## config.mk

```make
export PLATFORM = sky130hd
export DESIGN_NAME = cle_log2
export DESIGN_NICKNAME = d
export VERILOG_FILES = /design/src/cle_pkg.sv /design/src/cle_log2.sv
export SDC_FILE = /design/constraint.sdc
export NUM_CORES = 2
export LEC_CHECK = 0
export ABC_AREA = 1
export BUFFER_PORTS_ARGS = -buffer_cell sky130_fd_sc_hd__buf_2
export CORE_UTILIZATION = 36
export CTS_BUF_LIST = sky130_fd_sc_hd__clkbuf_8
export DETAILED_ROUTE_END_ITERATION = 12
export RECOVER_POWER = 50
export SYNTH_ARGS = -nofsm -noshare
export SYNTH_HDL_FRONTEND = slang
export SYNTH_SLANG_ARGS = --single-unit
```

## constraint.sdc

```tcl
create_clock -name clk -period 12.2 [get_ports clk]
set_clock_uncertainty 0.1 [all_clocks]
set_input_delay 1.22 -clock clk [delete_from_list [all_inputs] [get_ports clk]]
set_output_delay 1.22 -clock clk [all_outputs]
set_load 0.03 [all_outputs]
```

## src/cle_pkg.sv

```systemverilog
package cle_pkg;

	localparam int MaxClasses = 16;
	localparam int MaxRows = 65536;
	localparam int IdxW = $clog2(MaxClasses);
	localparam int UsedW = $clog2(MaxClasses + 1);
	localparam int CntW = $clog2(MaxRows + 1);
	localparam int LogW = 21;
	localparam int AccW = CntW + LogW + IdxW + 1;

	localparam logic RES_LABEL = 1'b0;
	localparam logic RES_ENTROPY = 1'b1;

	typedef enum logic [2:0] {
		ST_COUNT,
		ST_EMIT,
		ST_LOGN,
		ST_LOGC,
		ST_DIV,
		ST_DONE
	} state_t;

	// one cell of the label table
	typedef struct packed {
		logic             vld;
		logic [31:0]      key;
		logic [CntW-1:0]  cnt;
	} cell_t;

	// control from the sequencer to every cell
	typedef struct packed {
		logic        clr;
		logic        upd;
		logic        ins;
		logic        shift;
	} cell_ctl_t;

	// map float bits to an unsigned key in ieee total order
	function automatic logic [31:0] order_key(input logic [31:0] b);
		order_key = b[31] ? ~b : (b | 32'h8000_0000);
	endfunction

endpackage

```

## src/cle_log2.sv

```systemverilog
// iterative log2 in q.16: leading one, then one squaring per cycle
module cle_log2 (
	input  logic                   clk,
	input  logic                   arst_n,
	input  logic                   go,
	input  logic [cle_pkg::CntW-1:0] x,
	output logic                   done,
	output logic [cle_pkg::LogW-1:0] y
);
	localparam int EW = cle_pkg::LogW - 16;

	logic [31:0] m_q;
	logic [4:0]  step_q;
	logic        busy_q;
	logic [15:0] frac_q;
	logic [EW-1:0] e_q;
	logic [EW-1:0] lead;
	logic [63:0] sq;
	logic [33:0] msq;

	// leading one position
	always_comb begin
		lead = '0;
		for (int i = 0; i < cle_pkg::CntW; i++) begin
			if (x[i]) lead = EW'(i);
		end
	end

	assign sq  = 64'(m_q) * 64'(m_q);
	assign msq = sq[63:30];

	always_ff @(posedge clk or negedge arst_n) begin
		if (!arst_n) begin
			busy_q <= 1'b0;
			step_q <= '0;
			done   <= 1'b0;
		end else begin
			done <= 1'b0;
			if (go) begin
				busy_q <= 1'b1;
				step_q <= '0;
			end else if (busy_q) begin
				step_q <= step_q + 5'd1;
				if (step_q == 5'd15) begin
					busy_q <= 1'b0;
					done   <= 1'b1;
				end
			end
		end
	end

	always_ff @(posedge clk) begin
		if (go) begin
			e_q    <= lead;
			m_q    <= 32'(({32'd0, x} << 30) >> lead);
			frac_q <= '0;
		end else if (busy_q) begin
			frac_q <= {frac_q[14:0], msq[31]};
			m_q    <= msq[31] ? msq[32:1] : msq[31:0];
		end
	end

	assign y = {e_q, frac_q};
endmodule

```

==> impl_results.md <==
- Clock slew at the register clock pins of the worst setup and hold paths: 70 ps
- Gp weighted congestion: 0.993
- Final #Nets: 5092
- Instance count after placement with tap cells included: 5162
- Max clock buf depth: 2
- Vias in the first global route: 26500
- Post-detailed-routing wire length: 88800 um
- First-iteration detailed-routing DRC count: 1545
- Routed wirelength normalized by instance count: 17.1 um
- Post-DRT Antenna Nets: 0
- Finish-stage setup viols: 0
- # IOs: 42
- DP HPWL: 72000 um
- Max Fclk: 0.115 GHz
- Initial antenna violation count: 1
- Worst reg2reg startpoint: m_q[28]
- Tightest Pin Transition: 2050 ps
- Area of the placeable core: 91500 sq um
- Delay of the slowest critical-path stage: 1090 ps
- Count of yosys warnings during synthesis: 0
- Slack of the worst reg-to-reg path: 3480 ps
- Number of clock buffers inserted by TritonCTS: 9
- Master cell of the clock root buffer: sky130_fd_sc_hd__clkbuf_8
- Violations in the final reports: capacitance limit, slew limit
- Most prevalent standard cell on the critical path: sky130_fd_sc_hd__fa_1
- Hold violation total from the final report: 0
- Slew margin rel.: -0.369
- Total grt overflow: 0
- Buffers on Ports: 41
- Sort of element at the start of the critical path: flip-flop
- H-tree levels: 3
- Number of nets in the synthesized netlist: 5130
- Number of max-slew violations in the final report: 50
- Hold EP: frac_q[4]
- Period utilisation layout: 0.714
- Reg-to-reg endpoint: m_q[22]
- Cell count of the worst hold path: 2
- Required time at the worst-slack endpoint: 12170 ps
- Floorplan die area: 93400 sq um
- Cell at the slowest stage of the critical path: sky130_fd_sc_hd__edfxtp_1
- Total negative slack: 0 ps
- Rows: 111
- Critical path endpoint category: flip-flop
- Setup crit start: m_q[28]
- Residual DRC: 0
- Part of the Yosys area used for sequential elements: 0.0484
- Result of the run: finished with violations
- Fillers: 9375
- Flop and latch count out of synthesis: 60
- Detailed-route via count: 24600
- Unique cell type count in the Yosys netlist: 47
- Maximum number of pins on one net before global-route repair: 50
- Netlist Area Pre-Place: 33200 sq um
- Worst endpoint data arrival time: 8690 ps
- Pre-Repair DR Iteration Count: 6
- Startpoint of the lowest-slack hold path: frac_q[4]
- Average size of a mapped cell: 8.25 sq um
- Unrepaired setup endpoints after global routing: no
- Layout cells sized above 1: 0.0218
- Post-CTS resize count: 0
- Period minus WS final: 8720 ps
- Die span in y: 306 um
- Commonest register cell after synthesis: sky130_fd_sc_hd__edfxtp_1
- Worst r2r path cells: 30
- WS Path Type: flip-flop to flip-flop
- Area growth from synthesis to final layout: 4.69%
- CTS Hold Bufs: 0
- Ys async rst share: 0.117
- Clock Sinks: 60
- Number of vias per cell after detailed routing: 4.74
- Die extent in x: 306 um
- Final std cells w/o fill: 5179
- Hold crit path type: flip-flop to flip-flop
- Mapped Cells: 4025
- Largest fanout on the critical path: 29
- EDFF count, synth: 37
- Clock tree from TritonCTS: done
- Initial cell density of the core: 0.363
- Post-CTS Setup Bufs: 0
- Global-route wire length before repair: 146000 um
- Global router's overall resource usage: 0.199
- Max-cap check violation count: 1
- Worst-skew pair later-pin latency: 340 ps
## Yosys cell counts (all sizes together), types with 27 or more instances
cell type	instances	area (sq um)
nand2	770	2900
o21ai	72	364
nand3	147	741
edfxtp	37	1110
nor2	147	562
ha	292	3650
xor2	45	394
xnor2	27	236
inv	1319	4950
clkbuf	102	383
fa	793	15900
a21oi	92	468
## worst max path at each step
| stage | to | depth (start not counted) |
|---|---|---|
| 4_1_cts | m_q[22] | 30 |
| 6_report | m_q[22] | 30 |
| 2_1_floorplan | m_q[31] | 27 |
| 3_5_place_dp | m_q[29] | 30 |
| 3_3_place_gp | m_q[27] | 30 |
| 5_1_grt | m_q[22] | 30 |
## layer usage
metal	GRT usage	part of all wire	up-vias
met3	0.0174	0.053	98
met1	0.275	0.44	12300
met5	0	0	-
met2	0.339	0.48	643
met4	0.0455	0.027	0
li1	-	-	11500
## worst max-delay path, delay by kind of cell (launching register included)
kind	cells	cell delay, ps
compound gates	5	820
fa+ha+maj	9	4280
buf+inv	9	1150
flops	1	1090
simple gates	7	970
## per-stage QoR
stage / utilization / worst slack (ps) / instance area [sq um] / hold slack [ps]
floorplan: - / 4850 / 33200 / 394
global route: 0.380 / 2990 / 34800 / 415
detailed placement: 0.378 / 3480 / 34600 / 378
finish: 0.380 / 3480 / 34800 / 390
global placement: 0.378 / 3600 / 34600 / 374
CTS: 0.380 / 3450 / 34800 / 389
## layout make-up
type,count,area (sq um),share of cell area
clock inverter,7,36.3,0.00104
antenna,1,2.50,0.0000720
clock buffer,9,124,0.00356
tap,1186,1480,0.0427
timing repair buffer,74,417,0.0120
sequential,60,1610,0.0462
multi-input combinational,2521,26100,0.752
inverter,1321,4960,0.143
## registers in the layout (all words and copies together) (netlist names)
name	cells
busy_q	1
done	1
e_q	5
frac_q	16
m_q	32
step_q	5
## kinds of logic after synthesis
family	Yosys count	synth area share
xor+xnor	72	0.0190
simple gates	1102	0.133
buf+inv	1444	0.165
compound gates	262	0.0466
fa+ha+maj	1085	0.588
flops	60	0.0484
## layout by cell type (no fill, tap or decap), types with 15 or more instances in the layout
master | Yosys | layout
sky130_fd_sc_hd__nand2_1 | 766 | 767
sky130_fd_sc_hd__dfxtp_1 | 16 | 16
sky130_fd_sc_hd__a31oi_1 | 15 | 15
sky130_fd_sc_hd__o21bai_1 | 17 | 17
sky130_fd_sc_hd__buf_4 | 2 | 32
sky130_fd_sc_hd__edfxtp_1 | 37 | 37
sky130_fd_sc_hd__buf_2 | 4 | 15
sky130_fd_sc_hd__a21o_1 | 18 | 18
sky130_fd_sc_hd__inv_1 | 1314 | 1317
sky130_fd_sc_hd__xnor2_1 | 27 | 27
sky130_fd_sc_hd__o22ai_1 | 19 | 19
sky130_fd_sc_hd__xor2_1 | 45 | 45
sky130_fd_sc_hd__a21oi_1 | 90 | 90
sky130_fd_sc_hd__fa_1 | 793 | 793
sky130_fd_sc_hd__nor2_1 | 145 | 145
sky130_fd_sc_hd__clkbuf_1 | 102 | 27
sky130_fd_sc_hd__ha_1 | 292 | 292
sky130_fd_sc_hd__nand3_1 | 146 | 146
sky130_fd_sc_hd__nor3_1 | 17 | 17
sky130_fd_sc_hd__o21ai_0 | 59 | 59
Power is left out: the tool's default activity adds up to more than one toggle a clock period on the data nets, which glitch-free logic cannot reach.
