### src/cle_pkg.sv
package cle_pkg;

	localparam int MaxClasses = 16;
	localparam int MaxRows = 65536;
	localparam int IdxW = $clog2(MaxClasses);
	localparam int UsedW = $clog2(MaxClasses + 1);
	localparam int CntW = $clog2(MaxRows + 1);
	localparam int LogW = 21;
	localparam int AccW = CntW + LogW + IdxW + 1;

	localparam logic RES_LABEL = 1'b0;
	localparam logic RES_ENTROPY = 1'b1;

	typedef enum logic [2:0] {
		ST_COUNT,
		ST_EMIT,
		ST_LOGN,
		ST_LOGC,
		ST_DIV,
		ST_DONE
	} state_t;

	// one cell of the label table
	typedef struct packed {
		logic             vld;
		logic [31:0]      key;
		logic [CntW-1:0]  cnt;
	} cell_t;

	// control from the sequencer to every cell
	typedef struct packed {
		logic        clr;
		logic        upd;
		logic        ins;
		logic        shift;
	} cell_ctl_t;

	// map float bits to an unsigned key in ieee total order
	function automatic logic [31:0] order_key(input logic [31:0] b);
		order_key = b[31] ? ~b : (b | 32'h8000_0000);
	endfunction

endpackage

### src/cle_cell.sv
// one table entry; the row of cells stays sorted in ieee total order
// a new label pushes the larger entries one cell up, a drain pulls all entries one cell down
module cle_cell (
	input  logic               clk,
	input  logic               arst_n,
	input  cle_pkg::cell_ctl_t ctl,
	input  logic [31:0]        label,
	input  logic               lower_gt,
	input  cle_pkg::cell_t     lower,
	input  cle_pkg::cell_t     upper,
	output cle_pkg::cell_t     cur,
	output logic               hit,
	output logic               gt
);
	logic                     vld_q;
	logic [31:0]              key_q;
	logic [cle_pkg::CntW-1:0] cnt_q;
	logic                     take_lower;
	logic                     take_label;

	assign hit = vld_q && (key_q == label);
	// an empty cell counts as larger than any label
	assign gt  = !vld_q || (cle_pkg::order_key(key_q) > cle_pkg::order_key(label));
	assign take_lower = ctl.ins && gt && lower_gt;
	assign take_label = ctl.ins && gt && !lower_gt;
	assign cur = '{vld: vld_q, key: key_q, cnt: cnt_q};

	// occupancy
	always_ff @(posedge clk or negedge arst_n) begin
		if (!arst_n) begin
			vld_q <= 1'b0;
		end else if (ctl.clr) begin
			vld_q <= 1'b0;
		end else if (ctl.shift) begin
			vld_q <= upper.vld;
		end else if (take_lower) begin
			vld_q <= lower.vld;
		end else if (take_label) begin
			vld_q <= 1'b1;
		end
	end

	// key and count: drain, push up, insert or bump
	always_ff @(posedge clk) begin
		if (ctl.shift) begin
			key_q <= upper.key;
			cnt_q <= upper.cnt;
		end else if (take_lower) begin
			key_q <= lower.key;
			cnt_q <= lower.cnt;
		end else if (take_label) begin
			key_q <= label;
			cnt_q <= cle_pkg::CntW'(1);
		end else if (ctl.upd && hit) begin
			cnt_q <= cnt_q + cle_pkg::CntW'(1);
		end
	end
endmodule

### config.mk
export PLATFORM = sky130hd
export DESIGN_NAME = cle_cell
export DESIGN_NICKNAME = d
export VERILOG_FILES = /design/src/cle_pkg.sv /design/src/cle_cell.sv
export SDC_FILE = /design/constraint.sdc
export NUM_CORES = 1
export LEC_CHECK = 0
export ABC_AREA = 1
export BUFFER_PORTS_ARGS = -buffer_cell sky130_fd_sc_hd__buf_2
export CORE_ASPECT_RATIO = 0.9
export CORE_MARGIN = 8
export CORE_UTILIZATION = 52
export CTS_BUF_LIST = sky130_fd_sc_hd__clkbuf_8
export CTS_CLUSTER_DIAMETER = 30
export DETAILED_ROUTE_END_ITERATION = 16
export PLACE_DENSITY = 0.92
export SYNTH_ARGS = -nofsm -noshare
export SYNTH_HDL_FRONTEND = slang
export SYNTH_SLANG_ARGS = --single-unit
### constraint.sdc
create_clock -name clk -period 3.9 [get_ports clk]
set_clock_uncertainty 0.15 [all_clocks]
set_input_delay 0.585 -clock clk [delete_from_list [all_inputs] [get_ports clk]]
set_output_delay 0.585 -clock clk [all_outputs]
set_load 0.03 [all_outputs]
==> summary.txt <==
Global route
  • Initial antenna violation count: 1
  • Total track usage: approximately a quarter
  • Largest net degree at the start of global routing: between 50 and 60
  • GR Layer Usage met1: approximately a third
  • First-pass GRT wire length: 27.8 mm
  • Met3 usage: about 6.1%
  • Met2 Use GR: between 40% and 50%
  • Layer with the highest usage: met2
  • Total grt overflow: 0
  • Vias in the first global route: ~5700

Clocking
  • H-tree Lvls: 2
  • CTS clock-pin slew for the worst setup and hold paths: approximately 0.11 ns
  • Clock Path Buffers: 2
  • Clk sink count: 50
  • CTS Buf Count: 5
  • Post-CTS Setup Bufs: 0
  • CTS root buf: clkbuf_8
  • Clk_lat worst skew: 0.31 ns
  • CTS tree: yes

Drt
  • Final WL: 17.2 mm
  • Avg WL per Cell: 16.5 um
  • Iteration-0 DRC Markers: 377
  • DRT Pass-1 Iters: 7
  • Via count: ~5600
  • Avg Vias per Cell: around 5.4
  • DRC violations left: 0
  • DRT antenna net count: 0

Synth
  • Post-synth top flop: edfxtp_1
  • Syn Inst Count: 746
  • Area leader, netlist: edfxtp_1
  • Count leader, synth: nand2_1
  • Post-synth EDFFs: slightly below 50
  • Post-Synthesis Cell Area: about 5200 um2
  • Commonest cells post-synth: nand2_1 (249), inv_1 (99), nand4_1 (60), edfxtp_1 (49), xor2_1 (47)
  • Distinct cell type count after synthesis: 34
  • Share of flip-flops with an asynchronous set or reset: approximately 2.0%
  • Register area share after synthesis: 28.6%
  • Synth Area per Inst: about 7 um2
  • Syn Nets: ~900
  • Synth top area share: between 20% and 30%
  • Flops & latches, synth: 50
  • YS warnings: 0
  • Synth top area cells: edfxtp_1 (28%), nand2_1 (18%), ha_1 (7.9%)

Critical path
  • Setup crit end kind: primary output
  • R2R Setup Slk: ~0.6 ns
  • Cell depth of the worst flop-to-flop path: 17
  • Worst setup SP type: input pin
  • WS Path Type: input pin to primary output
  • Crit path max fanout: 28
  • R2R Path Start: key_q[31]
  • Worst r2r dst: cnt_q[3]
  • Data arrival, critical path: roughly 2.8 ns
  • Worst EP required: ~3.2 ns

Power
  • Tot Pwr: between 0.002 and 0.0025 W
  • Leak Pwr: 3.48 nW
  • Pwr/cell area: 331 nW/um2
  • Peak supply drop: 0.000174 V

Layout
  • Fin area: about 6400 um2
  • NumNets Final: about 1100
  • Fillcell total: 880
  • Final std cells w/o fill: 1042
  • Post-Route Utilization: between 60 and 70%
  • Share of cells above drive strength 1: between 20% and 30%
  • Syn-to-layout area delta: 21.4%

Place
  • Placed instance area: around 6200 um2
  • Buffers on Ports: 190
  • Placed insts: slightly above 1000
  • Dpl hpwl: about 13 mm
  • Placer Congestion: approximately 0.95

Timing
  • Worst Tran Pin Value: approximately 0.6 ns
  • Final setup violation count: 0
  • Tcrit/Tclk final: between 80% and 90%
  • RSZ-0062 raised after global routing: no
  • Final hold violation count: 0
  • Tmin final: 3.49 ns
  • Relative slew margins: roughly three fifths
  • Setup TNS: 0 ns
  • Fmax achieved: 0.287 GHz
  • Slew Limit Fails: 0

Job
  • Max_cap viols: 0

Floorplanning
  • Ports: between 150 and 200
  • Row count: 34
  • Initial Utilization: 53.8%
  • Die Y: roughly 110 um
  • Die ar.: 13600 um2
  • Core area: approximately 9700 um2
  • Chip width: approximately 120 um

Hold path
  • HP Start: upper[31]
  • Hold endpoint: key_q[14]
  • Hold path depth: 3
  • Min-delay worst type: input pin to flip-flop

Status
  • Status: finished clean
## sequential cells by signal (all words and copies together), names as in the netlist
name   cells
cnt_q     17
vld_q      1
key_q     32
## cell families after synthesis
family	share of synthesized area (%)
DFF	28.6
xor gates and xnor gates	13.4
and+or+nand+nor	34.7
buffers and inverters	11.4
adders and majority gates	7.88
AOI/OAI and AO/OA	4.08
## worst max-delay path, stage by stage
cell and delay, ns:
buf_2 0.26, buf_12 0.25, xnor2_1 0.10, ha_1 0.29
nand2_1 0.07, nor2_1 0.16, nand4_1 0.13, nor2_1 0.17
nand2_1 0.07, nand2_1 0.05, nand2_1 0.07, nand2_4 0.26
buf_2 0.27
## routing by layer
metal / part of all wire [%] / up-vias
met5: 0 / -
met4: 3.2 / 0
met3: 11 / 41
met2: 45 / 323
met1: 41 / 2481
li1: - / 2751
## worst max-delay path by stage
stage	startpoint	to	slack, ns	cells after the start
5_1_grt	label[31]	gt	0.25	15
3_5_place_dp	label[31]	cnt_q[16]	0.28	18
4_1_cts	label[31]	gt	0.41	13
3_3_place_gp	label[31]	cnt_q[15]	0.36	18
6_report	label[31]	gt	0.41	13
2_1_floorplan	key_q[31]	key_q[0]	0.19	15
## area by class of cell
cell class	instances	area (um2)	share of cell area, %
well taps	126	158	2.48
flip-flops and latches	50	1500	23.5
clock inverters	3	41.3	0.649
diodes	1	2.50	0.0393
repair buffers	203	1080	16.9
inverters	100	375	5.90
clock buffers	5	68.8	1.08
multi-input cells	554	3150	49.4
## report_power, final
group	internal, W	total, W	leakage, nW	switching, W
Clock	0.000189	0.000379	0.0556	0.000190
Combinational	0.000352	0.000956	2.91	0.000604
Sequential	0.000678	0.000769	0.519	0.0000914
## cell usage in the layout (no fill, tap or decap), drive strengths merged
cell type    netlist  routed
nand3b             1       1
nand3             47      47
a21o               1       1
xnor2             33      33
clkbuf            19       5
o2111ai            1       1
nand2            252     252
diode              0       1
nor3               3       3
dlygate4sd3        2       1
bufinv             0       1
nor3b              3       3
clkinv             1       1
xor2              47      47
ha                33      33
nand4             60      60
inv               99     100
o22ai              6       6
nor2              36      36
dfrtp              1       1
or2                3       3
buf               21     202
clkinvlp           0       1
o21ai              7       7
o21a               1       1
a211oi             7       7
edfxtp            49      49
a21oi             13      13
## repair_timing
| item | in CTS | in global routing |
|---|---|---|
| gates resized for setup | 0 | 0 |
| endpoints found under the hold margin | 1 | 0 |
| hold buffers | 1 | 0 |
## stage by stage
step / hold slack [ns] / worst slack, ns
after floorplan: 0.139 / 0.192
after global placement: 0.210 / 0.356
after detailed placement: 0.212 / 0.283
after CTS: 0.387 / 0.412
after global routing: 0.393 / 0.252
final: 0.387 / 0.410
Power figures use the tool's default switching activity.
