`config.mk`:
```
export PLATFORM = sky130hd
export DESIGN_NAME = cle_div
export DESIGN_NICKNAME = d
export VERILOG_FILES = /design/src/cle_pkg.sv /design/src/cle_div.sv
export SDC_FILE = /design/constraint.sdc
export NUM_CORES = 1
export LEC_CHECK = 0
export BUFFER_PORTS_ARGS = -buffer_cell sky130_fd_sc_hd__buf_2
export CAP_MARGIN = 25
export CORE_MARGIN = 2
export CORE_UTILIZATION = 55
export DETAILED_ROUTE_END_ITERATION = 12
export GPL_TIMING_DRIVEN = 0
export PLACE_DENSITY = 0.8
export RECOVER_POWER = 50
export SYNTH_ARGS = -nofsm -noshare
export SYNTH_HDL_FRONTEND = slang
export SYNTH_SLANG_ARGS = --single-unit
export TNS_END_PERCENT = 20
```
`constraint.sdc`:
```
create_clock -name clk -period 3.45 [get_ports clk]
set_input_delay 0.345 -clock clk [delete_from_list [all_inputs] [get_ports clk]]
set_output_delay 0.345 -clock clk [all_outputs]
set_load 0.1 [all_outputs]
```
`src/cle_pkg.sv`:
```
package cle_pkg;

	localparam int MaxClasses = 16;
	localparam int MaxRows = 65536;
	localparam int IdxW = $clog2(MaxClasses);
	localparam int UsedW = $clog2(MaxClasses + 1);
	localparam int CntW = $clog2(MaxRows + 1);
	localparam int LogW = 21;
	localparam int AccW = CntW + LogW + IdxW + 1;

	localparam logic RES_LABEL = 1'b0;
	localparam logic RES_ENTROPY = 1'b1;

	typedef enum logic [2:0] {
		ST_COUNT,
		ST_EMIT,
		ST_LOGN,
		ST_LOGC,
		ST_DIV,
		ST_DONE
	} state_t;

	// one cell of the label table
	typedef struct packed {
		logic             vld;
		logic [31:0]      key;
		logic [CntW-1:0]  cnt;
	} cell_t;

	// control from the sequencer to every cell
	typedef struct packed {
		logic        clr;
		logic        upd;
		logic        ins;
		logic        shift;
	} cell_ctl_t;

	// map float bits to an unsigned key in ieee total order
	function automatic logic [31:0] order_key(input logic [31:0] b);
		order_key = b[31] ? ~b : (b | 32'h8000_0000);
	endfunction

endpackage

```
`src/cle_div.sv`:
```
// restoring divider, one quotient bit per cycle
module cle_div (
	input  logic                     clk,
	input  logic                     arst_n,
	input  logic                     go,
	input  logic [cle_pkg::AccW-1:0] num,
	input  logic [cle_pkg::CntW-1:0] den,
	output logic                     done,
	output logic [cle_pkg::AccW-1:0] quo
);
	localparam int CW = $clog2(cle_pkg::AccW + 1);

	logic [cle_pkg::AccW-1:0] n_q;
	logic [cle_pkg::CntW:0]   r_q;
	logic [cle_pkg::CntW:0]   trial;
	logic [CW-1:0]            cnt_q;
	logic                     busy_q;

	assign trial = {r_q[cle_pkg::CntW-1:0], n_q[cle_pkg::AccW-1]};

	always_ff @(posedge clk or negedge arst_n) begin
		if (!arst_n) begin
			busy_q <= 1'b0;
			done   <= 1'b0;
			cnt_q  <= '0;
		end else begin
			done <= 1'b0;
			if (go) begin
				busy_q <= 1'b1;
				cnt_q  <= CW'(cle_pkg::AccW);
			end else if (busy_q) begin
				cnt_q <= cnt_q - CW'(1);
				if (cnt_q == CW'(1)) begin
					busy_q <= 1'b0;
					done   <= 1'b1;
				end
			end
		end
	end

	always_ff @(posedge clk) begin
		if (go) begin
			n_q <= num;
			r_q <= '0;
			quo <= '0;
		end else if (busy_q) begin
			n_q <= {n_q[cle_pkg::AccW-2:0], 1'b0};
			if (trial >= {1'b0, den}) begin
				r_q <= trial - {1'b0, den};
				quo <= {quo[cle_pkg::AccW-2:0], 1'b1};
			end else begin
				r_q <= trial;
				quo <= {quo[cle_pkg::AccW-2:0], 1'b0};
			end
		end
	end
endmodule

```
==> impl_metrics.env <==
export IMPL_yosysWarningCount=0
export IMPL_cts_tree="built"
export IMPL_reg2reg_to="r_q[0]$_SDFFE_PP0P_"
export IMPL_final_cell_area_um2=6321
export IMPL_clock_sinks=111
export IMPL_synthTopCellsByArea="edfxtp_1 24%, dfxtp_1 22%, mux2i_1 9.5%, mux2_2 8.6%, nor2_1 4.5%"
export IMPL_synth_top_area_frac=0.2359
export IMPL_placed_cells_incl_taps=738
export IMPL_cts_hold_buf=1
export IMPL_drive_gt1_frac=0.2170
export IMPL_netlist_area_um2=5474
export IMPL_grt_pass1_wl_um=18800
export IMPL_cts_resized_gates=0
export IMPL_synth_cells=499
export IMPL_place_ws_ns=0.8004
export IMPL_finalHoldViolCount=0
export IMPL_drv_cap=0
export IMPL_synth_area_per_cell_um2=10.97
export IMPL_start_kind="flop"
export IMPL_routed_wl_um=11190
export IMPL_viasPerCell=5.352
export IMPL_yosysTopAreaCell="edfxtp_1"
export IMPL_io_buffers=106
export IMPL_critPathMaxFanout=6
export IMPL_relSlewSlack=0.1958
export IMPL_yosysSeqAreaShare=0.4919
export IMPL_cts_clk_slew_worst_paths_ns=0.10
export IMPL_ff2ff_path_depth=10
export IMPL_num_rows=36
export IMPL_setup_viol=0
export IMPL_start_util=0.5626
export IMPL_grt_max_degree=44
export IMPL_grt_usage=0.2143
export IMPL_grt_pass1_vias=4005
export IMPL_dieArea_um2=10770
export IMPL_endpoint_kind="flop"
export IMPL_timing_worst_setup_path_type="reg2reg"
export IMPL_status="finished, final reports clean"
export IMPL_syn2layout_area_growth_pct=15.47
export IMPL_setup_tns_ns=0
export IMPL_dp_hpwl_um=8294
export IMPL_cts_root_buffer="clkbuf_8"
export IMPL_die_w_um=103.8
export IMPL_final_cell_mix="66 x clkbuf_1, 65 x nor2_1, 65 x buf_2"
export IMPL_synthFlopType="dfxtp_1"
export IMPL_cts_buffers=9
export IMPL_vias=4041
export IMPL_placed_area_um2=6171
export IMPL_tightest_slew_ns=1.212
export IMPL_drt_initial_drc_count=165
export IMPL_hold_depth=2
export IMPL_slew_viol_final=0
export IMPL_post_route_period_util=0.7717
export IMPL_post_route_min_period_ns=2.663
export IMPL_min_delay_worst_endpoint="n_q[1]$_DFFE_PP_"
export IMPL_yosysUniqueCellTypes=59
export IMPL_die_y_um=103.8
export IMPL_synth_edf_count=43
export IMPL_ios=107
export IMPL_nNetsFinal=700
export IMPL_fmax_mhz=375.6
export IMPL_hp_class="in2reg"
export IMPL_leakage_nw=2.837
export IMPL_overflow=0
export IMPL_layout_cells_non_filler=755
export IMPL_final_common_cell="clkbuf_1"
export IMPL_htreeDepth=3
export IMPL_hold_start="num[1]"
export IMPL_worstPathArrival_ns=2.95
export IMPL_fin_ws_ns=0.7875
export IMPL_yosys_register_bits=111
export IMPL_clockBufferDepth=2
export IMPL_finClkSkew_ns=0.01182
export IMPL_cp_required_ns=3.74
export IMPL_power_density_nw_per_um2=385.0
export IMPL_hold_slack_ns=0.2727
export IMPL_design_core_area_um2=9729
export IMPL_avgRoutedWirePerCell_um=14.83
export IMPL_antenna_found_initial=0
export IMPL_final_util=0.6497
export IMPL_r2r_start="n_q[42]$_DFFE_PP_"
export IMPL_post_cts_repair_setup_buffers=0
export IMPL_finalPower_mw=2.434
export IMPL_ys_async_sr_fraction=0.07207
export IMPL_antenna_cells=0
export IMPL_drt_pass1_iterations=4
export IMPL_clock_latency_ns=0.37
export IMPL_rrSetupSlack_ns=0.79
export IMPL_irDropWorstVdd_mv=0.3382
export IMPL_rsz0062_at_grt="no"
export IMPL_drc=0
export IMPL_antenna_left=0
export IMPL_synth_fp_nets=582
export IMPL_gp_routability_congestion=0.8717
-- worst max-delay path by stage --
stage / startpoint / to / slack, ns / cells after the start
2_1_floorplan: n_q[42]$_DFFE_PP_ / r_q[0]$_SDFFE_PP0P_ / 1.04 / 10
3_3_place_gp: busy_q$_DFF_PN0_ / n_q[17]$_DFFE_PP_ / 0.65 / 3
3_5_place_dp: den[0] / r_q[5]$_SDFFE_PP0P_ / 0.80 / 11
4_1_cts: n_q[42]$_DFFE_PP_ / r_q[0]$_SDFFE_PP0P_ / 0.78 / 10
5_1_grt: n_q[42]$_DFFE_PP_ / r_q[1]$_SDFFE_PP0P_ / 0.56 / 11
6_report: n_q[42]$_DFFE_PP_ / r_q[0]$_SDFFE_PP0P_ / 0.79 / 10
-- per-layer routing --
metal / share of wire / vias to the layer above / track usage
met5: 0 / - / 0
met3: 0.062 / 11 / 0.04972
met2: 0.49 / 98 / 0.3666
li1: - / 2027 / -
met1: 0.44 / 1905 / 0.2718
met4: 0.012 / 0 / 0.06371
-- final cells by class --
| type | instances | area (µm²) |
|---|---|---|
| multi-input cells | 338 | 2574 |
| inverters | 23 | 86.33 |
| flip-flops and latches | 111 | 2693 |
| well taps | 133 | 166.4 |
| clock buffers | 14 | 183.9 |
| repair buffers | 107 | 484.2 |
| plain buffers | 27 | 121.4 |
| clock inverters | 2 | 12.51 |
| fillers | 813 | 3408 |
-- state kept, by name, summed over array words and instances (netlist names) --
signal	count
r_q	17
n_q	43
cnt_q	6
quo	43
busy_q	1
done	1
-- logic make-up after synthesis --
| logic type | Yosys count | share of synthesized area |
|---|---|---|
| AOI/OAI and AO/OA | 74 | 0.09829 |
| xor gates and xnor gates | 16 | 0.02560 |
| adders and majority gates | 20 | 0.04709 |
| buffers and inverters | 50 | 0.03794 |
| DFF | 111 | 0.4919 |
| muxes | 95 | 0.1842 |
| and+or+nand+nor | 133 | 0.1150 |
-- report_power, final --
part / total (mW) / internal (mW) / switching, mW
Sequential: 1.45 / 1.43 / 0.0205
Combinational: 0.232 / 0.121 / 0.111
Clock: 0.755 / 0.347 / 0.409
Total: 2.43 / 1.89 / 0.540
-- critical path, cell delays in order, from the launching register on --
cell      delay [ns]
edfxtp_1        0.36
inv_1           0.09
ha_1            0.16
inv_1           0.05
fa_1            0.42
a211oi_1        0.36
o21ai_2         0.17
a41oi_2         0.29
o21ai_4         0.13
mux2_4          0.34
a211oi_2        0.22
-- synthesized netlist by cell type (3+ instances only) --
master     n
nor2_1    65
dfxtp_1   60
mux2i_1   52
edfxtp_1  43
mux2_2    42
inv_1     23
nand2_1   21
ha_1      19
clkbuf_1  18
a21oi_1   12
o21ai_0   12
nand2b_1  11
xnor2_1   11
a211oi_1   9
dfrtp_1    8
nand3_1    7
o21ai_1    7
nor3_1     6
a21o_1     5
nand4_1    5
o31ai_1    5
xor2_1     5
buf_2      4
buf_1      3
nor3b_1    3
(Power assumes the default switching activity.)
